`src/rtl/pcrd_pkg.sv`:
```
// Package for the periodic change report detector: widths, codes, config record and reset values.
`default_nettype none
package pcrd_pkg;

   localparam int VALUE_BITS_DEF = 32;
   localparam int SAMPLE_W       = 32;
   localparam int PERIOD_W       = 16;
   localparam int BAND_W         = 31;
   localparam int CSR_IDX_W      = 3;
   localparam int CSR_DATA_W     = 32;
   // headroom for sample +/- band and threshold compares
   localparam int WIDE_W         = 34;

   typedef enum logic [1:0] {
      MODE_AUTO,
      MODE_NOT_EQUAL,
      MODE_DEADBAND,
      MODE_THRESHOLD
   } mode_type;

   typedef enum logic [1:0] {
      EDGE_RISING,
      EDGE_FALLING,
      EDGE_BOTH
   } edge_type;

   typedef enum logic [CSR_IDX_W-1:0] {
      REG_MODE,
      REG_PERIOD,
      REG_BAND,
      REG_THRESHOLD,
      REG_EDGE,
      REG_ENABLE
   } reg_index_type;

   typedef struct packed {
      mode_type                    mode;
      logic [PERIOD_W-1:0]         period;
      logic [BAND_W-1:0]           band;
      logic signed [SAMPLE_W-1:0]  threshold;
      edge_type                    edge_sel;
      logic                        enable;
   } cfg_type;

   localparam mode_type                   MODE_RESET      = MODE_NOT_EQUAL;
   localparam logic [PERIOD_W-1:0]        PERIOD_RESET    = 16'd10;
   localparam logic [BAND_W-1:0]          BAND_RESET      = 31'd10;
   localparam logic signed [SAMPLE_W-1:0] THRESHOLD_RESET = 32'sd0;
   localparam edge_type                   EDGE_RESET      = EDGE_BOTH;
   localparam logic                       ENABLE_RESET    = 1'b1;

endpackage
`default_nettype wire

```
`src/rtl/pcrd_csr.sv`:
```
// Configuration register file of the periodic change report detector.
`default_nettype none
module pcrd_csr
   import pcrd_pkg::*;
(
   input  wire logic                  clock,
   input  wire logic                  reset,
   input  wire logic                  csr_valid,
   output logic                       csr_ready,
   input  wire logic [CSR_IDX_W-1:0]  csr_index,
   input  wire logic [CSR_DATA_W-1:0] csr_data,
   output cfg_type                    cfg,
   output logic                       restart
);

   cfg_type cfg_ff;

   assign csr_ready = 1'b1;
   assign cfg       = cfg_ff;
   // mode or period rewrite restarts the tick counter
   assign restart   = csr_valid && (csr_index inside {REG_MODE, REG_PERIOD});

   always_ff @(posedge clock) begin
      if (reset) begin
         cfg_ff.mode      <= MODE_RESET;
         cfg_ff.period    <= PERIOD_RESET;
         cfg_ff.band      <= BAND_RESET;
         cfg_ff.threshold <= THRESHOLD_RESET;
         cfg_ff.edge_sel  <= EDGE_RESET;
         cfg_ff.enable    <= ENABLE_RESET;
      end else if (csr_valid) begin
         case (csr_index)
            REG_MODE:      cfg_ff.mode      <= mode_type'(csr_data[1:0]);
            REG_PERIOD:    cfg_ff.period    <= csr_data[PERIOD_W-1:0];
            REG_BAND:      cfg_ff.band      <= csr_data[BAND_W-1:0];
            REG_THRESHOLD: cfg_ff.threshold <= $signed(csr_data[SAMPLE_W-1:0]);
            REG_EDGE:      cfg_ff.edge_sel  <= edge_type'(csr_data[1:0]);
            REG_ENABLE:    cfg_ff.enable    <= csr_data[0];
            default: begin
            end
         endcase
      end
   end

endmodule
`default_nettype wire

```
`src/rtl/pcrd_core.sv`:
```
// Period counter, last reported value and report rule evaluation.
`default_nettype none
module pcrd_core
   import pcrd_pkg::*;
#(
   parameter int VALUE_BITS = VALUE_BITS_DEF
)
(
   input  wire logic                         clock,
   input  wire logic                         reset,
   input  wire cfg_type                      cfg,
   input  wire logic                         restart,
   input  wire logic                         step,
   input  wire logic signed [VALUE_BITS-1:0] sample,
   output logic                              report
);

   logic [PERIOD_W-1:0]         tick_count_ff, tick_count_in;
   logic signed [VALUE_BITS-1:0] last_reported_ff, last_reported_in;

   logic [PERIOD_W-1:0]       period_eff;
   logic [PERIOD_W:0]         tick_inc;
   logic                      fire;
   logic signed [WIDE_W-1:0]  aval_w, last_w, band_w, thr_w;
   logic                      rise, fall, hit;

   always_comb begin
      period_eff = (cfg.period == '0) ? PERIOD_W'(1) : cfg.period;
      tick_inc   = {1'b0, tick_count_ff} + (PERIOD_W+1)'(1);
      fire       = tick_inc >= {1'b0, period_eff};

      aval_w = WIDE_W'(sample);
      last_w = WIDE_W'(last_reported_ff);
      band_w = $signed({{(WIDE_W-BAND_W){1'b0}}, cfg.band});
      thr_w  = WIDE_W'(cfg.threshold);

      rise = (last_w <= thr_w) && (aval_w > thr_w);
      fall = (last_w > thr_w) && (aval_w <= thr_w);

      hit = 1'b0;
      case (cfg.mode)
         MODE_AUTO:      hit = 1'b1;
         MODE_NOT_EQUAL: hit = aval_w != last_w;
         MODE_DEADBAND:  hit = ((last_w > aval_w + band_w) || (last_w < aval_w - band_w))
                               && (aval_w >= band_w);
         MODE_THRESHOLD: hit = (rise && (cfg.edge_sel inside {EDGE_RISING, EDGE_BOTH})) ||
                               (fall && (cfg.edge_sel inside {EDGE_FALLING, EDGE_BOTH}));
         default:        hit = 1'b0;
      endcase

      report           = cfg.enable && fire && hit;
      tick_count_in    = tick_count_ff;
      last_reported_in = last_reported_ff;
      if (step && cfg.enable) begin
         tick_count_in = fire ? '0 : tick_inc[PERIOD_W-1:0];
         if (fire && (hit || (cfg.mode == MODE_THRESHOLD))) begin
            last_reported_in = sample;
         end
      end
   end

   always_ff @(posedge clock) begin
      if (reset) begin
         tick_count_ff    <= '0;
         last_reported_ff <= VALUE_BITS'(1);
      end else begin
         tick_count_ff    <= restart ? '0 : tick_count_in;
         last_reported_ff <= last_reported_in;
      end
   end

endmodule
`default_nettype wire

```
`src/rtl/periodic_change_report_detector.sv`:
```
// Top level of the periodic change report detector: request register, core, result register.
// Path: an accepted request is held in the request register, then moves through the core into the
// result register, where it is presented until it is taken.
// Throughput: one request per cycle; the request register advances whenever the result
// register is empty or being taken, so a held result stalls the input once both are full.
// Reset: synchronous, active high; clears the counter, sets the last reported value to 1
// and loads the configuration registers with their defaults.
`default_nettype none
module periodic_change_report_detector
   import pcrd_pkg::*;
#(
   parameter int VALUE_BITS = VALUE_BITS_DEF
)
(
   input  wire logic                        clock,
   input  wire logic                        reset,
   input  wire logic                        req_valid,
   output logic                             req_ready,
   input  wire logic signed [SAMPLE_W-1:0]  req_sample_value,
   output logic                             rsp_valid,
   input  wire logic                        rsp_ready,
   output logic                             rsp_report_now,
   output logic signed [SAMPLE_W-1:0]       rsp_reported_value,
   input  wire logic                        csr_valid,
   output logic                             csr_ready,
   input  wire logic [CSR_IDX_W-1:0]        csr_index,
   input  wire logic [CSR_DATA_W-1:0]       csr_data
);

   cfg_type cfg;
   logic    restart;
   logic    advance;
   logic    report;

   logic                         in_valid_ff;
   logic signed [VALUE_BITS-1:0] in_sample_ff;
   logic                         out_valid_ff;
   logic                         out_report_ff;
   logic signed [SAMPLE_W-1:0]   out_value_ff;

   pcrd_csr u_csr (
      .clock     (clock),
      .reset     (reset),
      .csr_valid (csr_valid),
      .csr_ready (csr_ready),
      .csr_index (csr_index),
      .csr_data  (csr_data),
      .cfg       (cfg),
      .restart   (restart)
   );

   pcrd_core #(
      .VALUE_BITS (VALUE_BITS)
   ) u_core (
      .clock   (clock),
      .reset   (reset),
      .cfg     (cfg),
      .restart (restart),
      .step    (advance),
      .sample  (in_sample_ff),
      .report  (report)
   );

   assign advance            = in_valid_ff && (!out_valid_ff || rsp_ready);
   assign req_ready          = !in_valid_ff || advance;
   assign rsp_valid          = out_valid_ff;
   assign rsp_report_now     = out_report_ff;
   assign rsp_reported_value = out_value_ff;

   always_ff @(posedge clock) begin
      if (reset) begin
         in_valid_ff  <= 1'b0;
         out_valid_ff <= 1'b0;
      end else begin
         if (req_ready) begin
            in_valid_ff <= req_valid;
         end
         if (advance) begin
            out_valid_ff <= 1'b1;
         end else if (rsp_ready) begin
            out_valid_ff <= 1'b0;
         end
      end
   end

   always_ff @(posedge clock) begin
      if (req_valid && req_ready) begin
         in_sample_ff <= $signed(req_sample_value[VALUE_BITS-1:0]);
      end
      if (advance) begin
         out_report_ff <= report;
         out_value_ff  <= SAMPLE_W'(in_sample_ff);
      end
   end

endmodule
`default_nettype wire

```
`config.mk`:
```
export PLATFORM = sky130hd
export DESIGN_NAME = periodic_change_report_detector
export DESIGN_NICKNAME = d
export VERILOG_FILES = /design/src/rtl/pcrd_pkg.sv /design/src/rtl/pcrd_csr.sv /design/src/rtl/pcrd_core.sv /design/src/rtl/periodic_change_report_detector.sv
export SDC_FILE = /design/constraint.sdc
export NUM_CORES = 1
export LEC_CHECK = 0
export BUFFER_PORTS_ARGS = -buffer_cell sky130_fd_sc_hd__buf_2
export CORE_MARGIN = 2
export CORE_UTILIZATION = 60
export CTS_BUF_LIST = sky130_fd_sc_hd__clkbuf_8
export DETAILED_ROUTE_END_ITERATION = 6
export PLACE_DENSITY_LB_ADDON = 0.15
export SLEW_MARGIN = 15
export SYNTH_ARGS = -nofsm -noshare
export SYNTH_HDL_FRONTEND = slang
export SYNTH_SLANG_ARGS = --single-unit
```
`constraint.sdc`:
```
create_clock -name clock -period 11.2 [get_ports clock]
set_input_delay 0.56 -clock clock [delete_from_list [all_inputs] [get_ports clock]]
set_output_delay 0.56 -clock clock [all_outputs]
set_load 0.1 [all_outputs]
```
# Yosys cells after proc, flatten, opt, wreduce, memory -nomap -nowiden
# Cells that the tools add are included.
# totals
reg_bits	199
in_bits	72
out_inout_bits	36
# op_classes
add_sub_neg	3
n_lt_le_gt_ge	8
eq_ne	11
n_mux	5
n_reduce_logical	35
# op_table
operator	n
32-bit > comparator	2
32-bit <= comparator	2
32-bit by 32-bit adder with 33-bit output	1
32-bit by 33-bit > comparator with 1-bit output	1
32-bit by 33-bit < comparator with 1-bit output	1
32-bit by 32-bit subtractor with 33-bit output	1
32-bit greater-or-equal comparator	1
16-bit two-way mux	2
32-bit != test	1
16-bit by 1-bit adder with 17-bit output, second input constant	1
17-bit by 16-bit greater-or-equal comparator with 1-bit output	1
16-bit logical NOT	1
2-bit AND reduction	7
1-bit logical AND	12
2-bit nonzero test	4
2-bit == test, second input constant	3
3-bit by 2-bit == test with 1-bit output, second input constant	2
3-bit == test, second input constant	2
1-bit logical OR	5
2-bit by 1-bit == test with 1-bit output, second input constant	2
2-bit logical NOT	2
1-bit one-hot mux with 4 select lines	1
3-bit by 1-bit == test with 1-bit output, second input constant	1
3-bit logical NOT	1
other kinds (3)	5

# Logic depth before layout (Yosys ltp)
# Gate-level depths: netlist of the first run.
# logic_depth
depth_word	8
mapped_depth	23

# Modules after synthesis
# A second synthesis of the first run with hierarchy kept.
# unflattened
cells_unflattened	1673
hier_area_um2	15305.9
# modules_own_cells
module	instances	cells_each	area_each_um2	seq_area_each_um2
pcrd_core	1	1278	9763.1	960.9
pcrd_csr	1	320	3487.1	1681.6
periodic_change_report_detector	1	75	2055.7	1991.9

# Least setup slack after synthesis of the first run
# No wires, ideal clock.
# synth_timing
path_kind	register to register
startpoint	reg in_sample_ff[16]
endpoint	reg u_core.last_reported_ff[10]
setup_ns	0.072
arrival_time_ns	4.724
t_required_ns	11.128
slack_ns	6.405
stages_incl_launch_ff	23
path_buffers	2
period_less_slack_ns	4.795
path_cell_list	edfxtp_1 > ha_1 > buf_2 > a41o_1 > a221o_1 > a21oi_1 > o21ai_1 > a2111oi_2 > a21oi_1 > o22ai_2 > nor3_1 > o31a_1 > ha_1 > nand4_1 > nor4_1 > nand2_1 > o211ai_1 > a31oi_1 > xnor2_1 > nor3_2 > o31ai_4 > buf_6 > mux2i_1
# synth_via
elab_chain_len	8
elab_cells_between_ends	19
cone_classes	add/sub (2); order compare (5); eq/ne (1); mux (1); reduce/logical (10)
# synth_rtl
item	line_no	text
start, declared	periodic_change_report_detector.sv:36	logic signed [VALUE_BITS-1:0] in_sample_ff;
start signal, assigned	periodic_change_report_detector.sv:88	in_sample_ff <= $signed(req_sample_value[VALUE_BITS-1:0]);
32-bit by 32-bit adder with 33-bit output, or another cell as far along	pcrd_core.sv:44	MODE_DEADBAND: hit = ((last_w > aval_w + band_w) || (last_w < aval_w - band_w))
32-bit by 33-bit > comparator with 1-bit output, or another cell as far along	pcrd_core.sv:44	
1-bit logical OR, or another cell as far along	pcrd_core.sv:44	
1-bit logical AND or 1-bit logical OR (tied branches)	pcrd_core.sv:45, pcrd_core.sv:46	
1-bit one-hot mux with 4 select lines *	pcrd_core.sv:41	case (cfg.mode)
1-bit logical OR *	pcrd_core.sv:56	if (fire && (hit || (cfg.mode == MODE_THRESHOLD))) begin
1-bit logical AND *	pcrd_core.sv:56	
2-bit AND reduction (no source line) *	n/a	
end signal, assigned	pcrd_core.sv:68	last_reported_ff <= last_reported_in;
end, declared	pcrd_core.sv:19	logic signed [VALUE_BITS-1:0] last_reported_ff, last_reported_in;
# Mark *: on every way between the ends. The rest lies on a longest branch, timed or not.
# A chain may end at the register's enable or synchronous reset.

# Worst setup path after layout of the first run
# layout_timing
startpoint	reg in_sample_ff[12]
endpoint	reg u_core.last_reported_ff[14]
# The elaborated chain is that of the path after synthesis.

==> results of run 1 <==
==> area by class of cell <==
cell class / instances / area [um^2]
Multi-Input combinational cell: 1313 / 9159
Fill cell: 2070 / 7971
Sequential cell: 199 / 4634
Timing Repair Buffer: 109 / 555.5
Inverter: 125 / 469.2
Tap cell: 319 / 399.1
Clock buffer: 17 / 234.0
Clock inverter: 15 / 190.2
==> Yosys cell counts, types with 14 or more instances <==
| cell type | instances |
|---|---|
| nand3_1 | 20 |
| o211ai_1 | 15 |
| nand2b_1 | 80 |
| inv_1 | 123 |
| nor2_1 | 94 |
| edfxtp_1 | 65 |
| a21o_1 | 25 |
| dfxtp_1 | 134 |
| o21bai_1 | 14 |
| nor4_1 | 15 |
| a21oi_1 | 192 |
| xor2_1 | 47 |
| clkbuf_1 | 43 |
| o21ai_0 | 48 |
| nor2b_1 | 15 |
| ha_1 | 210 |
| xnor2_1 | 54 |
| nand4_1 | 33 |
| mux2i_1 | 35 |
| nand2_1 | 238 |
| nor3_1 | 17 |
==> stage by stage <==
stage / std cells / power [mW]
after global routing: 2097 / 1.688
after CTS: 2097 / 1.624
after global placement: 2065 / 1.126
final: 2097 / 1.622
after detailed placement: 2065 / 1.130
after floorplan: 1700 / 1.038
==> logic make-up (layout without fill, tap and decap cells) <==
| logic type | Yosys count | in the layout | share of synthesized area |
|---|---|---|---|
| multiplexers | 35 | 35 | 0.02410 |
| adder cells (fa/ha/maj) | 212 | 212 | 0.1835 |
| AO/OA/AOI/OAI | 383 | 383 | 0.1646 |
| AND/OR/NAND/NOR | 581 | 581 | 0.1959 |
| other | 1 | 1 | 0.0002580 |
| flip-flops | 199 | 199 | 0.3188 |
| XOR/XNOR | 101 | 101 | 0.06086 |
| buffers and inverters | 188 | 266 | 0.05191 |
==> flip-flops by register name, indices dropped and copies added (netlist names) <==
signal                   cells
u_core.last_reported_ff     32
rsp_reported_value          32
u_csr.cfg                   84
u_core.tick_count_ff        16
in_sample_ff                32
in_valid_ff                  1
rsp_valid                    1
rsp_report_now               1
==> power breakdown <==
group	total [mW]	internal (mW)	switching [mW]
clock network	0.501	0.176	0.325
registers	0.788	0.767	0.0214
logic	0.333	0.113	0.219
total	1.62	1.06	0.566
==> layer usage <==
layer	vias to the layer above	GRT usage	share of wire	wire length, um
li1	6085	-	-	-
met1	5801	0.4465	0.46	18700
met2	421	0.4850	0.43	17440
met3	66	0.06805	0.075	3018
met4	0	0.09545	0.027	1085
met5	-	0	0	0
==> path summary, 6_finish.rpt <==
path                       start                           to  slack, ns
max             in_sample_ff[12]  u_core.last_reported_ff[14]       4.81
min          req_sample_value[5]              in_sample_ff[5]       0.22
max reg2reg     in_sample_ff[12]  u_core.last_reported_ff[14]       4.81
min reg2reg         u_csr.cfg[9]                 u_csr.cfg[9]       0.46
==> metrics.md, run 1 <==
| Metric | Value |
|---|---|
| Number of synthesized flops with an enable pin | `65` |
| Post-DR wirelength/cell | `19.19 um` |
| CP most frequent cell | `ha_1` |
| Ys Warns | `0` |
| Htree depth | `4` |
| CTS tree | `done` |
| Crit path DAT | `6.82 ns` |
| CP endpoint kind | `flop` |
| RSZ-0062 raised after global routing | `no` |
| Final instance area | `15640 um^2` |
| Top cell type's share of synthesized area | `0.1846` |
| Power Density | `103.7 nW/um^2` |
| Die Area | `25490 um^2` |
| R2R cell count | `20` |
| Vias per cell | `5.900` |
| Most frequent cells in the layout | `nand2_1, ha_1, a21oi_1` |
| Fin crit share | `0.5707` |
| Worst rel slew slack | `0.2334` |
| Min-Delay Path Depth | `1` |
| Chip Width | `159.6 um` |
| # setup viols final | `0` |
| Placed Instance Area | `15220 um^2` |
| Crit. path cell count | `20` |
| Worst path cell trace | `ha_1 -> nand2_4 -> nor2_1 -> a221oi_4 -> a211o_2 -> a21o_1 -> a2111oi_1 -> or4_1 -> nand3_1 -> ha_1 -> nand4_1 -> nor4_1 -> nand2_1 -> o211ai_1 -> a31oi_1 -> xnor2_1 -> nor3_2 -> o31ai_4 -> buf_4 -> mux2i_1` |
| Max Clock Freq | `0.1564 GHz` |
| Share of cells above drive strength 1 | `0.09843` |
| Setup TNS | `0 ns` |
| Clock skew | `0.02123 ns` |
| Area grow syn2layout | `7.610%` |
| DR iter-0 viols | `1041` |
| Synth area leader | `dfxtp_1` |
| Status | `finished clean` |
| Slew @ Worst Pin | `1.150 ns` |
| Drt pass-1 iters | `5` |
| Vias in the first global route | `11600` |
| Grt total ovfl | `0` |
| Synth cell types | `87` |
| Async set-reset flop share out of synthesis | `0` |
| Post-synthesis sequential area ratio | `0.3188` |
| Final wirelength | `40240 um` |
| Tmin final | `6.392 ns` |
| Max IR drop VDD | `0.06391 mV` |
| CORE AREA | `23610 um^2` |
| Post-Syn Instances | `1700` |
| HPWL reported at the end of detailed placement | `30530 um` |
| DR vias | `12370` |
| Synthesized net count | `1984` |
| Setup ws final | `4.808 ns` |
| Gpl congestion | `0.9670` |
| Clk root buf | `clkbuf_8` |
| Synth Cell Area | `14540 um^2` |
| Latest clock arrival within the worst-skew pair | `0.51 ns` |
| CP Max Fanout | `17` |
| Hold Crit Class | `in2reg` |
| Worst path max stage delay | `0.98 ns` |
| I/O Buffers | `106` |
| Clk buf depth | `2` |
| CTS buffer count | `17` |
| Area contributors post-synth | `dfxtp_1, ha_1, edfxtp_1` |
| Final Max Tran Viols | `0` |
| # resized after CTS | `0` |
| Delay-heaviest family, CP | `compound AO/OA/AOI/OAI gates` |
| Critical path class | `reg2reg` |
| Clock sinks | `199` |
| Io pins | `108` |
| Post-Place Setup Slack | `4.927 ns` |
| Antenna Cells | `0` |
| Layout Nets | `2049` |
| CP Launch Type | `flop` |
| Final hold vios | `0` |
| Clock transition at path regs | `0.13 ns` |
| Total track usage | `0.3159` |
| Top FF cell, synth | `dfxtp_1` |
| Syn avg cell area | `8.550 um^2` |
| Cts-stage hold buffer count | `0` |
| Antenna-violating nets left | `0` |
| Initial Util | `0.6156` |
| # Post-CTS Setup Buffers | `0` |
| #FFs+latches synth | `199` |
| CP max stage cell | `o31ai_4` |
| Largest net degree at the start of global routing | `92` |
| Worst hold slack | `0.2184 ns` |
| Initial antenna violation count | `0` |
| DRC | `0` |
| Rows | `56` |
| Leak | `6.488 nW` |
| Final Util | `0.6624` |
| Worst Path Required | `11.63 ns` |
| Die height | `159.6 um` |
| Max-cap violation count | `0` |
| Buf/Inv on CP | `1` |
| First-pass GRT wire length | `63200 um` |
| Commonest non-fill, non-tap cell in the layout | `nand2_1` |
Power figures use the tool's default switching activity.
==> run 2: changes to the inputs <==
clock period = 6.15 ns   (was 11.2 ns; I/O delays follow)
==> run 2 against run 1 <==
Against the previous run:
- non-clock buffer count rose by 31
- critical endpoint unchanged
- sequential power rose by 83%
- die area did not move
- routed wire length rose by 2.7%
- power rose by 83%
- clock skew rose by 0.0029 ns
==> metrics.md, run 2 (synthesized netlist as in run 1, its figures left out) <==
| Metric | Value |
|---|---|
| Post-DR wirelength/cell | `19.42 um` |
| R2r setup slk | `0.45 ns` |
| Vias per cell | `5.899` |
| Clock power share | `0.306` |
| Final wirelength | `41330 um` |
| Largest net degree at the start of global routing | `87` |
| Htree depth | `4` |
| Antenna-violating nets left | `0` |
| Slew @ Worst Pin | `1.096 ns` |
| Gate power share | `0.210` |
| Seq pwr share | `0.484` |
| # Post-CTS Setup Buffers | `0` |
| R2R cell count | `21` |
| RR Endpoint | `u_core.last_reported_ff[14]` |
| DR iter-0 viols | `1025` |
| Setup TNS | `0 ns` |
| Placed cell count | `2066` |
| Clk buf depth | `2` |
| Crit path DAT | `6.11 ns` |
| Worst Path Required | `6.56 ns` |
| CORE AREA | `23610 um^2` |
| CP Launch Type | `flop` |
| Critical Path Source | `in_sample_ff[16]` |
| Fin crit share | `0.9265` |
| Clock skew | `0.02410 ns` |
| Clock sinks | `199` |
| Worst path max stage delay | `0.53 ns` |
| Leak | `6.614 nW` |
| Total Power | `2.967 mW` |
| DRC | `0` |
| Worst path cell trace | `ha_1 -> a41o_1 -> a221o_1 -> a21oi_1 -> o21ai_1 -> a2111oi_2 -> a21oi_1 -> o22ai_2 -> nor3_1 -> o31a_1 -> ha_1 -> nand4_1 -> nor3_1 -> a221oi_1 -> o211ai_1 -> a31oi_1 -> xnor2_1 -> nor3_2 -> o31ai_4 -> buf_4 -> mux2i_1` |
| Clk root buf | `clkbuf_8` |
| Critical path class | `reg2reg` |
| Most frequent cells in the layout | `nand2_1, ha_1, a21oi_1` |
| Total track usage | `0.3245` |
| I/O Buffers | `106` |
| Io pins | `108` |
| Sw Share | `0.3461` |
| Final Max Tran Viols | `0` |
| Initial antenna violation count | `0` |
| Max IR drop VDD | `0.1710 mV` |
| Power Density | `186.0 nW/um^2` |
| Rows | `56` |
| Area grow syn2layout | `9.719%` |
| RSZ-0062 raised after global routing | `no` |
| Layout Nets | `2080` |
| Commonest non-fill, non-tap cell in the layout | `nand2_1` |
| Hold Crit Class | `in2reg` |
| Worst rel slew slack | `0.2693` |
| NetSw | `1.027 mW` |
| Max reg flops | `84` |
| Drt pass-1 iters | `7` |
| Vias in the first global route | `11890` |
| CTS tree | `done` |
| DR vias | `12550` |
| Max-cap violation count | `0` |
| Share of cells above drive strength 1 | `0.09784` |
| Tmin final | `5.698 ns` |
| Final hold vios | `0` |
| Non-filler cells, final | `2128` |
| First-pass GRT wire length | `65330 um` |
| Antenna Cells | `0` |
| CP Max Fanout | `16` |
| Die Area | `25490 um^2` |
| Grt total ovfl | `0` |
| Die height | `159.6 um` |
| # setup viols final | `0` |
| CP endpoint kind | `flop` |
| Latest clock arrival within the worst-skew pair | `0.51 ns` |
| Status | `finished clean` |
| Chip Width | `159.6 um` |
| Internal Power | `1.940 mW` |
| CTS buffer count | `17` |
| HPWL reported at the end of detailed placement | `31060 um` |
| Clock transition at path regs | `0.12 ns` |
| Gpl congestion | `0.9617` |
| R2R Path Start | `in_sample_ff[16]` |
| End point of the critical path | `u_core.last_reported_ff[14]` |
| CP max stage cell | `edfxtp_1` |
| Max Clock Freq | `0.1755 GHz` |
| Initial Util | `0.6156` |
run 2: worst max-delay path: cells and delay by family, from the launching register on:
family | cells | cell delay, ns
AND/OR/NAND/NOR | 4 | 0.49
AO/OA/AOI/OAI | 12 | 2.97
flip-flops | 1 | 0.53
buffers and inverters | 1 | 0.37
multiplexers | 1 | 0.25
adder cells (fa/ha/maj) | 2 | 0.81
XOR/XNOR | 1 | 0.18
run 2: layout make-up:
cell class,count,area (um^2)
clock inverter,14,170.2
timing repair buffer,140,863.3
inverter,125,469.2
multi-input combinational,1313,9164
fill,2050,7665
tap,319,399.1
clock buffer,18,247.7
sequential,199,4634
run 2: repair_timing:
item	in CTS	in global routing
hold endpoints to repair	30	0
resized for setup	0	1
endpoints found under the setup margin	0	1
hold buffers	30	0
run 2: power groups by stage:
stage	clock [mW]	combinational, mW	sequential [mW]
after CTS	0.910	0.615	1.44
final	0.907	0.624	1.44
after detailed placement	0	0.596	1.46
after floorplan	0	0.367	1.52
after global routing	0.961	0.679	1.44
after global placement	0	0.589	1.46
run 2: per-layer routing:
metal	global-route usage	part of all wire
met3	0.06390	0.071
met2	0.5010	0.44
met1	0.4647	0.47
met4	0.08678	0.022
met5	0	0
run 2: worst min-delay path by stage:
stage	end	start	slack, ns	cells past startpoint
after floorplan	in_sample_ff[0]	req_sample_value[0]	0.41	0
after global placement	u_csr.cfg[24]	u_csr.cfg[24]	0.44	2
after detailed placement	u_csr.cfg[10]	u_csr.cfg[10]	0.45	2
after CTS	in_valid_ff	req_valid	0.004	3
after global routing	in_sample_ff[2]	req_sample_value[2]	0.003	1
final	in_valid_ff	req_valid	0.02	3
run 2: per-stage QoR:
stage	hold slack (ns)	instance area [um^2]	utilization	worst slack (ns)
2_1_floorplan	0.4064	14540	-	1.355
3_3_place_gp	0.4439	15220	0.6447	0.7524
3_5_place_dp	0.4463	15220	0.6447	0.5798
4_1_cts	0.004054	15940	0.6751	0.5059
5_1_grt	0.002620	15950	0.6754	0.07293
6_report	0.01643	15950	0.6754	0.4521
==> run 3: changes to the inputs <==
MAX_ROUTING_LAYER = met4   (was not set)
SLEW_MARGIN = 20   (was 15)
==> run 3 against run 2 <==
Against the previous run:
- highest routed layer unchanged
- first-iteration DRC count up 9.0%
- largest power group unchanged
- routed wire length about the same
- fmax down 1.0%
- final area about the same
==> metrics.md, run 3 (synthesized netlist as in run 1, its figures left out) <==
| Metric | Value |
|---|---|
| Status | `finished clean` |
| Tmin final | `5.755 ns` |
| Max IR drop VDD | `0.1185 mV` |
| Rows | `56` |
| Clk root buf | `clkbuf_8` |
| R2r setup slk | `0.39 ns` |
| DR vias | `12550` |
| CORE AREA | `23610 um^2` |
| Most frequent cells in the layout | `nand2_1, ha_1, a21oi_1` |
| Max-cap violation count | `0` |
| Hold Crit Class | `in2reg` |
| Clock transition at path regs | `0.12 ns` |
| Max reg flops | `84` |
| Clock skew | `0.02358 ns` |
| RSZ-0062 raised after global routing | `no` |
| Gate power share | `0.213` |
| Share of cells above drive strength 1 | `0.09608` |
| First-pass GRT wire length | `65240 um` |
| # setup viols final | `0` |
| Drt pass-1 iters | `5` |
| Clock power share | `0.296` |
| Chip Width | `159.6 um` |
| Setup TNS | `0 ns` |
| Storage cell area | `4634 um^2` |
| CP Launch Type | `flop` |
| Io pins | `108` |
| Layout Nets | `2082` |
| # fillers | `2010` |
| HPWL reported at the end of detailed placement | `31190 um` |
| Commonest non-fill, non-tap cell in the layout | `nand2_1` |
| Seq pwr share | `0.490` |
| Final wirelength | `41360 um` |
| Antenna-violating nets left | `0` |
| DR iter-0 viols | `1117` |
| Placed cell count | `2066` |
| Crit path DAT | `6.17 ns` |
| Final Max Tran Viols | `0` |
| Latest clock arrival within the worst-skew pair | `0.51 ns` |
| Power Density | `183.7 nW/um^2` |
| Sw Share | `0.3446` |
| CTS tree | `done` |
| Area of the multi-input gates | `9159 um^2` |
| Vias per cell | `5.890` |
| DRC | `0` |
| Final hold vios | `0` |
| Total track usage | `0.3344` |
| CP endpoint kind | `flop` |
| Critical path class | `reg2reg` |
| CTS buffer count | `17` |
| Initial Util | `0.6156` |
| Worst rel slew slack | `0.1959` |
| Clk buf depth | `2` |
| Post-DR wirelength/cell | `19.42 um` |
| # Post-CTS Setup Buffers | `0` |
| Slew @ Worst Pin | `1.176 ns` |
| Die Area | `25490 um^2` |
| Area grow syn2layout | `9.675%` |
| Htree depth | `4` |
| Max Clock Freq | `0.1738 GHz` |
| Worst Path Required | `6.57 ns` |
| Clock sinks | `199` |
| NetSw | `1.009 mW` |
| Placed Instance Area | `15220 um^2` |
| Die height | `159.6 um` |
| Fin crit share | `0.9358` |
| Gpl congestion | `0.9581` |
| Non-filler cells, final | `2130` |
| Final instance area | `15940 um^2` |
| Initial antenna violation count | `0` |
| Antenna Cells | `0` |
| Vias in the first global route | `11970` |
| CP Max Fanout | `17` |
| I/O Buffers | `106` |
| Grt total ovfl | `0` |
| Largest net degree at the start of global routing | `92` |
| Leak | `6.613 nW` |
| Internal Power | `1.920 mW` |
[run 3: cell type report]
class,instances,area share
Inverter,125,0.02943
Sequential cell,199,0.2907
Clock buffer,17,0.01468
Timing Repair Buffer,142,0.05541
Multi-Input combinational cell,1313,0.5745
Clock inverter,15,0.01020
Tap cell,319,0.02504
[run 3: worst paths after layout]
kind                   startpoint                     endpoint  cells past startpoint
setup / recovery  in_sample_ff[8]  u_core.last_reported_ff[12]                     20
hold / removal          req_valid                  in_valid_ff                      3
setup reg to reg  in_sample_ff[8]  u_core.last_reported_ff[12]                     20
hold reg to reg      u_csr.cfg[6]                 u_csr.cfg[6]                      2
[run 3: critical path, stage by stage (launching register included)]
cell	delay (ns)
edfxtp_1	0.53
ha_1	0.53
nand4_1	0.24
nor3_2	0.23
a221oi_4	0.13
a211o_2	0.41
a21o_1	0.21
a2111oi_1	0.68
or4_1	0.23
nand3_1	0.08
ha_1	0.33
nand4_1	0.19
nor4_1	0.40
nand2_1	0.09
o211ai_1	0.10
a31oi_1	0.08
xnor2_1	0.21
nor3_2	0.10
o31ai_4	0.27
buf_4	0.39
mux2i_1	0.24
[run 3: metrics by stage]
stage / util / hold slack (ns) / setup WS [ns] / total power [mW]
finish: 0.6751 / 0.03003 / 0.3946 / 2.929
global route: 0.6751 / 0.02654 / 0.06314 / 3.048
CTS: 0.6747 / 0.0002753 / 0.5018 / 2.929
detailed placement: 0.6447 / 0.4484 / 0.5786 / 2.061
global placement: 0.6447 / 0.4413 / 0.6714 / 2.056
floorplan: - / 0.4064 / 1.355 / 1.890
[run 3: power by group through the flow]
stage | sequential (mW) | clock (mW) | combinational [mW]
after global placement | 1.46 | 0 | 0.592
after CTS | 1.44 | 0.879 | 0.615
after global routing | 1.44 | 0.924 | 0.683
after detailed placement | 1.46 | 0 | 0.596
after floorplan | 1.52 | 0 | 0.367
final | 1.44 | 0.868 | 0.625
[run 3: metal layers]
metal | wire (um) | GRT usage
met5 | 0 | -
met2 | 17960 | 0.4980
met3 | 3208 | 0.05506
met1 | 19270 | 0.4719
met4 | 916 | 0.08926
[run 3: timing repair]
item | CTS | global route
resized for setup | 0 | 0
hold endpoints to repair | 31 | 1
hold buffers | 31 | 1
